File: config.mk
export PLATFORM = sky130hd
export DESIGN_NAME = memory_bus_bit_error_census_core
export DESIGN_NICKNAME = d
export VERILOG_FILES = /design/src/sv/mbbec_pkg.sv /design/src/sv/memory_bus_bit_error_census_core.sv
export SDC_FILE = /design/constraint.sdc
export NUM_CORES = 2
export LEC_CHECK = 0
export BUFFER_PORTS_ARGS = -buffer_cell sky130_fd_sc_hd__buf_4
export CAP_MARGIN = 40
export CORE_MARGIN = 5
export CORE_UTILIZATION = 30
export DETAILED_ROUTE_END_ITERATION = 12
export PLACE_DENSITY_LB_ADDON = 0.12
export SKIP_CTS_REPAIR_TIMING = 1
export SYNTH_ARGS = -nofsm -noshare
export SYNTH_HDL_FRONTEND = slang
export SYNTH_SLANG_ARGS = --single-unit
File: constraint.sdc
create_clock -name aclk -period 10.2 [get_ports aclk]
set_input_delay 2.04 -clock aclk [delete_from_list [all_inputs] [get_ports aclk]]
set_output_delay 2.04 -clock aclk [all_outputs]
set_load 0.02 [all_outputs]
File: src/sv/mbbec_pkg.sv
`default_nettype none

package mbbec_pkg;

    // Fixed field widths
    localparam int ACT_W     = 3;
    localparam int KIND_W    = 2;
    localparam int ADDR_W    = 15;
    localparam int BIT_IDX_W = 4;
    localparam int CNT_W     = 16;
    localparam int SEED_W    = 32;
    localparam int DWELL_W   = 5;
    localparam int WCOUNT_W  = 16;
    localparam int CFG_IDX_W = 2;
    localparam int CFG_DW    = 32;

    // Default geometry
    localparam int DATA_BITS_DEF = 16;
    localparam int MAX_WORDS_DEF = 32768;
    localparam int MAX_DWELL_DEF = 16;

    // Generator constants
    localparam logic [SEED_W-1:0] LCG_MUL    = 32'd1664525;
    localparam logic [SEED_W-1:0] LCG_INC    = 32'd1013904223;
    localparam logic [SEED_W-1:0] SEED_RESET = 32'h1357_9BDF;
    // State one step past the reset seed
    localparam logic [SEED_W-1:0] LCG_RESET  =
        SEED_W'(64'(SEED_RESET) * 64'(LCG_MUL) + 64'(LCG_INC));

    localparam logic [DWELL_W-1:0]  DWELL_RESET  = 5'd1;
    localparam logic [WCOUNT_W-1:0] WCOUNT_RESET = 16'd32768;
    localparam logic [CNT_W-1:0]    CNT_MAX      = '1;

    typedef enum logic [ACT_W-1:0] {
        ACT_START_WR = 3'd0,
        ACT_WRITE    = 3'd1,
        ACT_START_RD = 3'd2,
        ACT_CHECK    = 3'd3,
        ACT_QUERY    = 3'd4
    } action_t;

    typedef enum logic [KIND_W-1:0] {
        KIND_ACK   = 2'd0,
        KIND_WRITE = 2'd1,
        KIND_CHECK = 2'd2,
        KIND_QUERY = 2'd3
    } kind_t;

    typedef enum logic [CFG_IDX_W-1:0] {
        CFG_SEED   = 2'd0,
        CFG_DWELL  = 2'd1,
        CFG_WCOUNT = 2'd2
    } cfg_reg_t;

endpackage

`default_nettype wire

File: src/sv/memory_bus_bit_error_census_core.sv
// Memory data-bus test engine. A 32-bit linear congruential generator, started
// from the seed register by a start-write or start-read item, supplies the
// upper DATA_BITS of its state as the pattern. Write-next answers with dwell
// identical write requests (dwell clamped to 1..MAX_DWELL, last on the final
// one); check-word compares the regenerated pattern with the read data and
// updates five saturating counters per data line; query returns one line's
// counters, the error mask and the lowest-index line with the most errors.
// Each result is registered, so items flow at one per clock while m_ready is
// high; the only holdoff is the output register, which keeps a write request
// through its repeats. The generator multiplier works one step ahead from a
// register, and the worst line is tracked as counts change, so a query right
// after a check already sees the check's effect. The user must write
// configuration only while no item is in flight; the block does not enforce it.
`default_nettype none

module memory_bus_bit_error_census_core #(
    parameter int DATA_BITS = mbbec_pkg::DATA_BITS_DEF,
    parameter int MAX_WORDS = mbbec_pkg::MAX_WORDS_DEF,
    parameter int MAX_DWELL = mbbec_pkg::MAX_DWELL_DEF
) (
    input  wire logic                              aclk,
    input  wire logic                              aresetn,
    // configuration
    input  wire logic                              cfg_wr_en,
    input  wire logic [mbbec_pkg::CFG_IDX_W-1:0]   cfg_index,
    input  wire logic [mbbec_pkg::CFG_DW-1:0]      cfg_wr_data,
    // input items
    input  wire logic                              s_valid,
    output logic                                   s_ready,
    input  wire logic [mbbec_pkg::ACT_W-1:0]       s_action,
    input  wire logic [DATA_BITS-1:0]              s_read_data,
    input  wire logic [mbbec_pkg::BIT_IDX_W-1:0]   s_bit_index,
    // result items
    output logic                                   m_valid,
    input  wire logic                              m_ready,
    output logic [mbbec_pkg::KIND_W-1:0]           m_kind,
    output logic [mbbec_pkg::ADDR_W-1:0]           m_address,
    output logic [DATA_BITS-1:0]                   m_write_data,
    output logic [DATA_BITS-1:0]                   m_mismatch,
    output logic                                   m_last,
    output logic [mbbec_pkg::CNT_W-1:0]            m_err_count,
    output logic [mbbec_pkg::CNT_W-1:0]            m_zero_written,
    output logic [mbbec_pkg::CNT_W-1:0]            m_zero_ok,
    output logic [mbbec_pkg::CNT_W-1:0]            m_one_written,
    output logic [mbbec_pkg::CNT_W-1:0]            m_one_ok,
    output logic [DATA_BITS-1:0]                   m_error_mask,
    output logic [$clog2(DATA_BITS)-1:0]           m_worst_bit
);

    import mbbec_pkg::*;

    localparam int WORST_W = $clog2(DATA_BITS);
    localparam int IDX_W   = $clog2(MAX_WORDS + 1);
    localparam int CMP_W   = (IDX_W > WCOUNT_W) ? IDX_W : WCOUNT_W;
    localparam int RPT_W   = (MAX_DWELL > 1) ? $clog2(MAX_DWELL) : 1;

    // lowest set position of a line vector
    function automatic logic [WORST_W-1:0] lowest_set(input logic [DATA_BITS-1:0] v);
        logic [WORST_W-1:0] r;
        r = '0;
        for (int i = DATA_BITS - 1; i >= 0; i--) begin
            if (v[i]) begin
                r = WORST_W'(i);
            end
        end
        return r;
    endfunction

    // configuration registers
    logic [SEED_W-1:0]   seed_reg;
    logic [DWELL_W-1:0]  dwell_reg;
    logic [WCOUNT_W-1:0] wcount_reg;

    // engine state
    logic [SEED_W-1:0]   gen_reg, gen_next;     // state the next word step lands on
    logic [IDX_W-1:0]    widx_reg, widx_next;
    logic [CNT_W-1:0]    err_cnt_reg [DATA_BITS];
    logic [CNT_W-1:0]    err_cnt_next [DATA_BITS];
    logic [CNT_W-1:0]    z_cnt_reg [DATA_BITS];
    logic [CNT_W-1:0]    z_cnt_next [DATA_BITS];
    logic [CNT_W-1:0]    zok_cnt_reg [DATA_BITS];
    logic [CNT_W-1:0]    zok_cnt_next [DATA_BITS];
    logic [CNT_W-1:0]    o_cnt_reg [DATA_BITS];
    logic [CNT_W-1:0]    o_cnt_next [DATA_BITS];
    logic [CNT_W-1:0]    ook_cnt_reg [DATA_BITS];
    logic [CNT_W-1:0]    ook_cnt_next [DATA_BITS];
    logic [CNT_W-1:0]    max_err_reg, max_err_next;
    logic [WORST_W-1:0]  worst_reg, worst_next;

    // output register
    logic                out_valid_reg, out_valid_next;
    logic [RPT_W-1:0]    rem_reg, rem_next;
    kind_t               kind_reg, kind_next;
    logic [ADDR_W-1:0]   addr_reg, addr_next;
    logic [DATA_BITS-1:0] wdata_reg, wdata_next;
    logic [DATA_BITS-1:0] mism_reg, mism_next;
    logic [CNT_W-1:0]    q_err_reg, q_err_next;
    logic [CNT_W-1:0]    q_z_reg, q_z_next;
    logic [CNT_W-1:0]    q_zok_reg, q_zok_next;
    logic [CNT_W-1:0]    q_o_reg, q_o_next;
    logic [CNT_W-1:0]    q_ook_reg, q_ook_next;
    logic [DATA_BITS-1:0] q_mask_reg, q_mask_next;
    logic [WORST_W-1:0]  q_worst_reg, q_worst_next;

    logic                in_accept;
    action_t             act;
    logic                start;
    logic [SEED_W-1:0]   lcg_src;
    logic [SEED_W-1:0]   lcg_prod;
    logic [SEED_W-1:0]   lcg_step;
    logic [DATA_BITS-1:0] pattern;
    logic [DATA_BITS-1:0] bad;
    logic                in_range;
    logic [RPT_W-1:0]    rem_init;
    logic [DATA_BITS-1:0] inc_err;
    logic [DATA_BITS-1:0] at_max;
    logic [DATA_BITS-1:0] at_max_m1;
    logic [DATA_BITS-1:0] err_mask;
    logic                grow;
    logic [WORST_W-1:0]  chk_worst;
    logic [CNT_W-1:0]    chk_max;
    logic [WORST_W-1:0]  q_idx;
    logic                q_in_range;

    // handshake: take an item whenever the output register is free next edge
    assign s_ready   = !out_valid_reg || (m_ready && (rem_reg == '0));
    assign in_accept = s_valid && s_ready;
    assign act       = action_t'(s_action);
    assign start     = (act == ACT_START_WR) || (act == ACT_START_RD);

    // generator step, one ahead of use
    assign lcg_src  = start ? seed_reg : gen_reg;
    assign lcg_prod = lcg_src * LCG_MUL;
    assign lcg_step = lcg_prod + LCG_INC;
    assign pattern  = gen_reg[SEED_W-1 -: DATA_BITS];
    assign bad      = pattern ^ s_read_data;

    assign in_range = (CMP_W'(widx_reg) < CMP_W'(wcount_reg))
                   && (CMP_W'(widx_reg) < CMP_W'(MAX_WORDS));

    // repeats after the first write request
    always_comb begin
        if (dwell_reg == '0) begin
            rem_init = '0;
        end else if (int'(dwell_reg) > MAX_DWELL) begin
            rem_init = RPT_W'(MAX_DWELL - 1);
        end else begin
            rem_init = RPT_W'(dwell_reg - 1'b1);
        end
    end

    // worst-line tracking for a check
    always_comb begin
        for (int b = 0; b < DATA_BITS; b++) begin
            inc_err[b]   = bad[b] && (err_cnt_reg[b] != CNT_MAX);
            at_max[b]    = (err_cnt_reg[b] == max_err_reg);
            at_max_m1[b] = (err_cnt_reg[b] == (max_err_reg - 1'b1));
            err_mask[b]  = (err_cnt_reg[b] != '0);
        end
        grow = |(at_max & inc_err);
        if (grow) begin
            chk_max   = max_err_reg + 1'b1;
            chk_worst = lowest_set(at_max & inc_err);
        end else begin
            chk_max   = max_err_reg;
            chk_worst = lowest_set(at_max | (at_max_m1 & inc_err));
        end
    end

    // query line select
    assign q_in_range = (int'(s_bit_index) < DATA_BITS);
    assign q_idx      = WORST_W'(s_bit_index);

    // next state
    always_comb begin
        gen_next       = gen_reg;
        widx_next      = widx_reg;
        err_cnt_next   = err_cnt_reg;
        z_cnt_next     = z_cnt_reg;
        zok_cnt_next   = zok_cnt_reg;
        o_cnt_next     = o_cnt_reg;
        ook_cnt_next   = ook_cnt_reg;
        max_err_next   = max_err_reg;
        worst_next     = worst_reg;
        out_valid_next = out_valid_reg;
        rem_next       = rem_reg;
        kind_next      = kind_reg;
        addr_next      = addr_reg;
        wdata_next     = wdata_reg;
        mism_next      = mism_reg;
        q_err_next     = q_err_reg;
        q_z_next       = q_z_reg;
        q_zok_next     = q_zok_reg;
        q_o_next       = q_o_reg;
        q_ook_next     = q_ook_reg;
        q_mask_next    = q_mask_reg;
        q_worst_next   = q_worst_reg;

        // drain: repeat or retire the held item
        if (out_valid_reg && m_ready) begin
            if (rem_reg != '0) begin
                rem_next = rem_reg - 1'b1;
            end else begin
                out_valid_next = 1'b0;
            end
        end

        if (in_accept) begin
            out_valid_next = 1'b1;
            rem_next       = '0;
            kind_next      = KIND_ACK;
            addr_next      = '0;
            wdata_next     = '0;
            mism_next      = '0;
            q_err_next     = '0;
            q_z_next       = '0;
            q_zok_next     = '0;
            q_o_next       = '0;
            q_ook_next     = '0;
            q_mask_next    = '0;
            q_worst_next   = '0;

            case (act)
                ACT_START_WR, ACT_START_RD: begin
                    gen_next  = lcg_step;
                    widx_next = '0;
                    if (act == ACT_START_WR) begin
                        for (int b = 0; b < DATA_BITS; b++) begin
                            err_cnt_next[b] = '0;
                            z_cnt_next[b]   = '0;
                            zok_cnt_next[b] = '0;
                            o_cnt_next[b]   = '0;
                            ook_cnt_next[b] = '0;
                        end
                        max_err_next = '0;
                        worst_next   = '0;
                    end
                end
                ACT_WRITE: begin
                    if (in_range) begin
                        kind_next  = KIND_WRITE;
                        addr_next  = ADDR_W'(widx_reg);
                        wdata_next = pattern;
                        rem_next   = rem_init;
                        widx_next  = widx_reg + 1'b1;
                        gen_next   = lcg_step;
                    end
                end
                ACT_CHECK: begin
                    if (in_range) begin
                        kind_next  = KIND_CHECK;
                        addr_next  = ADDR_W'(widx_reg);
                        wdata_next = pattern;
                        mism_next  = bad;
                        widx_next  = widx_reg + 1'b1;
                        gen_next   = lcg_step;
                        // per-line saturating counters
                        for (int b = 0; b < DATA_BITS; b++) begin
                            if (pattern[b]) begin
                                if (o_cnt_reg[b] != CNT_MAX) begin
                                    o_cnt_next[b] = o_cnt_reg[b] + 1'b1;
                                end
                                if (!bad[b] && (ook_cnt_reg[b] != CNT_MAX)) begin
                                    ook_cnt_next[b] = ook_cnt_reg[b] + 1'b1;
                                end
                            end else begin
                                if (z_cnt_reg[b] != CNT_MAX) begin
                                    z_cnt_next[b] = z_cnt_reg[b] + 1'b1;
                                end
                                if (!bad[b] && (zok_cnt_reg[b] != CNT_MAX)) begin
                                    zok_cnt_next[b] = zok_cnt_reg[b] + 1'b1;
                                end
                            end
                            if (inc_err[b]) begin
                                err_cnt_next[b] = err_cnt_reg[b] + 1'b1;
                            end
                        end
                        max_err_next = chk_max;
                        worst_next   = chk_worst;
                    end
                end
                ACT_QUERY: begin
                    kind_next    = KIND_QUERY;
                    q_mask_next  = err_mask;
                    q_worst_next = worst_reg;
                    if (q_in_range) begin
                        q_err_next = err_cnt_reg[q_idx];
                        q_z_next   = z_cnt_reg[q_idx];
                        q_zok_next = zok_cnt_reg[q_idx];
                        q_o_next   = o_cnt_reg[q_idx];
                        q_ook_next = ook_cnt_reg[q_idx];
                    end
                end
                default: begin
                end
            endcase
        end
    end

    // configuration writes
    always_ff @(posedge aclk) begin
        if (!aresetn) begin
            seed_reg   <= SEED_RESET;
            dwell_reg  <= DWELL_RESET;
            wcount_reg <= WCOUNT_RESET;
        end else if (cfg_wr_en) begin
            case (cfg_reg_t'(cfg_index))
                CFG_SEED:   seed_reg   <= cfg_wr_data[SEED_W-1:0];
                CFG_DWELL:  dwell_reg  <= cfg_wr_data[DWELL_W-1:0];
                CFG_WCOUNT: wcount_reg <= cfg_wr_data[WCOUNT_W-1:0];
                default: begin
                end
            endcase
        end
    end

    // engine state and output control
    always_ff @(posedge aclk) begin
        if (!aresetn) begin
            gen_reg       <= LCG_RESET;
            widx_reg      <= '0;
            max_err_reg   <= '0;
            worst_reg     <= '0;
            out_valid_reg <= 1'b0;
            rem_reg       <= '0;
            for (int b = 0; b < DATA_BITS; b++) begin
                err_cnt_reg[b] <= '0;
                z_cnt_reg[b]   <= '0;
                zok_cnt_reg[b] <= '0;
                o_cnt_reg[b]   <= '0;
                ook_cnt_reg[b] <= '0;
            end
        end else begin
            gen_reg       <= gen_next;
            widx_reg      <= widx_next;
            max_err_reg   <= max_err_next;
            worst_reg     <= worst_next;
            out_valid_reg <= out_valid_next;
            rem_reg       <= rem_next;
            err_cnt_reg   <= err_cnt_next;
            z_cnt_reg     <= z_cnt_next;
            zok_cnt_reg   <= zok_cnt_next;
            o_cnt_reg     <= o_cnt_next;
            ook_cnt_reg   <= ook_cnt_next;
        end
    end

    // output payload
    always_ff @(posedge aclk) begin
        kind_reg    <= kind_next;
        addr_reg    <= addr_next;
        wdata_reg   <= wdata_next;
        mism_reg    <= mism_next;
        q_err_reg   <= q_err_next;
        q_z_reg     <= q_z_next;
        q_zok_reg   <= q_zok_next;
        q_o_reg     <= q_o_next;
        q_ook_reg   <= q_ook_next;
        q_mask_reg  <= q_mask_next;
        q_worst_reg <= q_worst_next;
    end

    assign m_valid        = out_valid_reg;
    assign m_kind         = kind_reg;
    assign m_address      = addr_reg;
    assign m_write_data   = wdata_reg;
    assign m_mismatch     = mism_reg;
    assign m_last         = (rem_reg == '0);
    assign m_err_count    = q_err_reg;
    assign m_zero_written = q_z_reg;
    assign m_zero_ok      = q_zok_reg;
    assign m_one_written  = q_o_reg;
    assign m_one_ok       = q_ook_reg;
    assign m_error_mask   = q_mask_reg;
    assign m_worst_bit    = q_worst_reg;

endmodule

`default_nettype wire
==> results.json <==
{
  "finalHoldViolCount": 0,
  "async_flop_share": 0,
  "drt_first_iter_violations": 6839,
  "irDropWorstVdd_mv": 1.230,
  "max-slew-margin-rel": 0.3539,
  "io_buffers": 213,
  "fp.dieH_um": 567.9,
  "viasPerCell": 5.299,
  "tightest_slew_ns": 0.9691,
  "path_class": "input port to flip-flop",
  "final_max_slew_viol_count": 0,
  "routed_wl_um": 352000,
  "drive_above_1_share": 0.1134,
  "path_clk_slew_ns": 0.06,
  "worstRegToRegCells": 20,
  "synth_edf_count": 149,
  "ys_warn_count": 0,
  "synth_area_sq_mm": 0.09338,
  "clkLatencyLatePin_ns": 0.89,
  "grt_usage": 0.2099,
  "synth.distinct_cells": 104,
  "p_per_area_mw_per_mm2": 310.7,
  "core-area_sq_mm": 0.3094,
  "cts_max_path_buffers": 4,
  "cts_max_level": 4,
  "fmax_mhz": 115.4,
  "synth_most_common_cell": "dfxtp_1",
  "dieArea_sq_mm": 0.3225,
  "min_period_over_period": 0.8492,
  "clkSinkCount": 1555,
  "fin_cells": 14570,
  "hp-class": "flip-flop to flip-flop",
  "syn2layout_area_growth_pct": 13.41,
  "gp_congestion": 0.9372,
  "grt_max_degree": 154,
  "wl_per_cell_um": 24.15,
  "die_x_um": 567.9,
  "leakagePower_nw": 37.22,
  "finClkSkew_ns": 0.07007,
  "ys_top_cells_by_count": "dfxtp_1 (1406), nor2_1 (1326), nand2_1 (854)",
  "yosysTopAreaCell": "dfxtp_1",
  "hold_depth": 2,
  "fin_nets": 10760,
  "dp.cells": 14210,
  "drt_pass1_iterations": 6,
  "status": "complete, no violations",
  "synth_top_cells_by_area": "dfxtp_1 (30%), mux4_2 (9.6%), xor2_1 (6.5%)",
  "crit_arrival_ns": 9.39,
  "grt_pass1_wl_um": 512700,
  "seq_area_frac_synth": 0.3494,
  "initial_core_util": 0.3018,
  "end_kind": "flip-flop",
  "synth_area_per_cell_sq_um": 9.006,
  "cts_tree": "yes",
  "period_needed_ns": 8.662,
  "rsz0062_at_grt": "no",
  "antenna_found_initial": 31,
  "yosysTopAreaCellShare": 0.3014,
  "grt_pass1_vias": 74390,
  "ant_nets": 0,
  "dpl.hpwl_um": 259400,
  "cap_viol_max_count": 0,
  "grt_overflow": 0,
  "via_count": 77220,
  "totalNegativeSetupSlack_ns": 0,
  "ys.flop_type": "dfxtp_1",
  "netlist_instances": 10370,
  "cts_root_buffer": "clkbuf_16",
  "cp_max_fo": 12,
  "setup_viol": 0,
  "crit_required_ns": 10.93,
  "synth_nets": 10840,
  "ys_seq_elements": 1555,
  "num_rows": 204,
  "numCtsBuffers": 194,
  "drc": 0,
  "cp-start-kind": "input port",
  "ios": 214
}
## power breakdown
group          internal, mW  leakage [nW]  total (mW)  switching (mW)
clock network          4.28          3.22        7.20            2.92
logic                  8.11          21.2        19.4            11.2
registers              6.27          12.8        6.34          0.0691
## cell families after synthesis
kind of cell | Yosys count | share of synthesized area
simple gates | 4256 | 0.2233
flops | 1555 | 0.3494
xor+xnor | 1391 | 0.1346
compound gates | 1178 | 0.07733
buf+inv | 1123 | 0.04666
mux | 449 | 0.1019
fa+ha+maj | 416 | 0.06686
## worst paths after layout
path,from,endpoint,slack (ns)
worst max register to register,seed_reg[6],gen_reg[31],3.17
worst min-delay path,wcount_reg[9],wcount_reg[9],0.47
worst min register to register,wcount_reg[9],wcount_reg[9],0.47
worst max-delay path,s_action[2],gen_reg[31],1.54
## critical path, cell delays in order
cell and delay, ns:
buf_4 0.20, nor2_4 0.48, mux2i_1 0.57, inv_1 0.22, ha_1 0.32, inv_1 0.18, fa_1 0.45, fa_1 0.50
inv_1 0.06, fa_1 0.50, fa_1 0.52, fa_1 0.51, ha_1 0.35, a211o_1 0.28, nor3_1 0.26, a21boi_0 0.22
a221o_1 0.44, a211oi_1 0.60, nor3b_1 0.20, o21ai_0 0.20, and3_1 0.17, o31ai_1 0.07
## through the flow
step | utilization | hold WS (ns) | area [sq um] | power (mW) | worst slack, ns
detailed placement | 0.3210 | 0.4628 | 99310 | 25.81 | 0.6717
CTS | 0.3422 | 0.4705 | 105900 | 33.35 | 1.580
floorplan | - | 0.4280 | 93380 | 21.12 | 0.8762
finish | 0.3423 | 0.4660 | 105900 | 32.90 | 1.538
global placement | 0.3194 | 0.4585 | 98810 | 25.87 | 0.6948
global route | 0.3422 | 0.4867 | 105900 | 35.69 | 1.194
## cell type report
cell class | instances | area [sq um]
flip-flops and latches | 1555 | 32640
fillers | 31690 | 203500
multi-input cells | 7690 | 56590
diodes | 11 | 27.53
well taps | 4120 | 5155
clock inverters | 60 | 823.3
clock buffers | 296 | 5737
inverters | 477 | 1798
repair buffers | 365 | 3129
## placed cells by master, fill, tap and decap left out, types with 28 or more instances in the layout
cell type,n
mux2i_1,33
and2_1,124
o21ai_0,393
nor2b_1,169
edfxtp_1,149
clkbuf_8,42
or4_1,30
dfxtp_1,1394
nor3_1,155
clkbuf_16,198
nand3_1,478
nor4_1,91
a21oi_1,342
mux4_2,400
xnor2_1,664
a21boi_0,61
inv_1,475
nand2_1,850
ha_1,274
a32oi_1,36
and3_1,185
or3_1,302
nand4_1,329
xor2_1,689
clkbuf_1,56
buf_4,317
o211ai_1,36
a31oi_1,72
and4_1,76
nor2_1,1323
fa_1,139
clkinv_2,28
## per-layer routing
metal	track usage	vias to the layer above	share of wire
met5	0	-	0.00012
met1	0.2856	38250	0.44
li1	-	35970	-
met3	0.03878	541	0.069
met2	0.3377	2454	0.45
met4	0.06550	6	0.035
No activity file was read; power rests on OpenSTA's default activity.
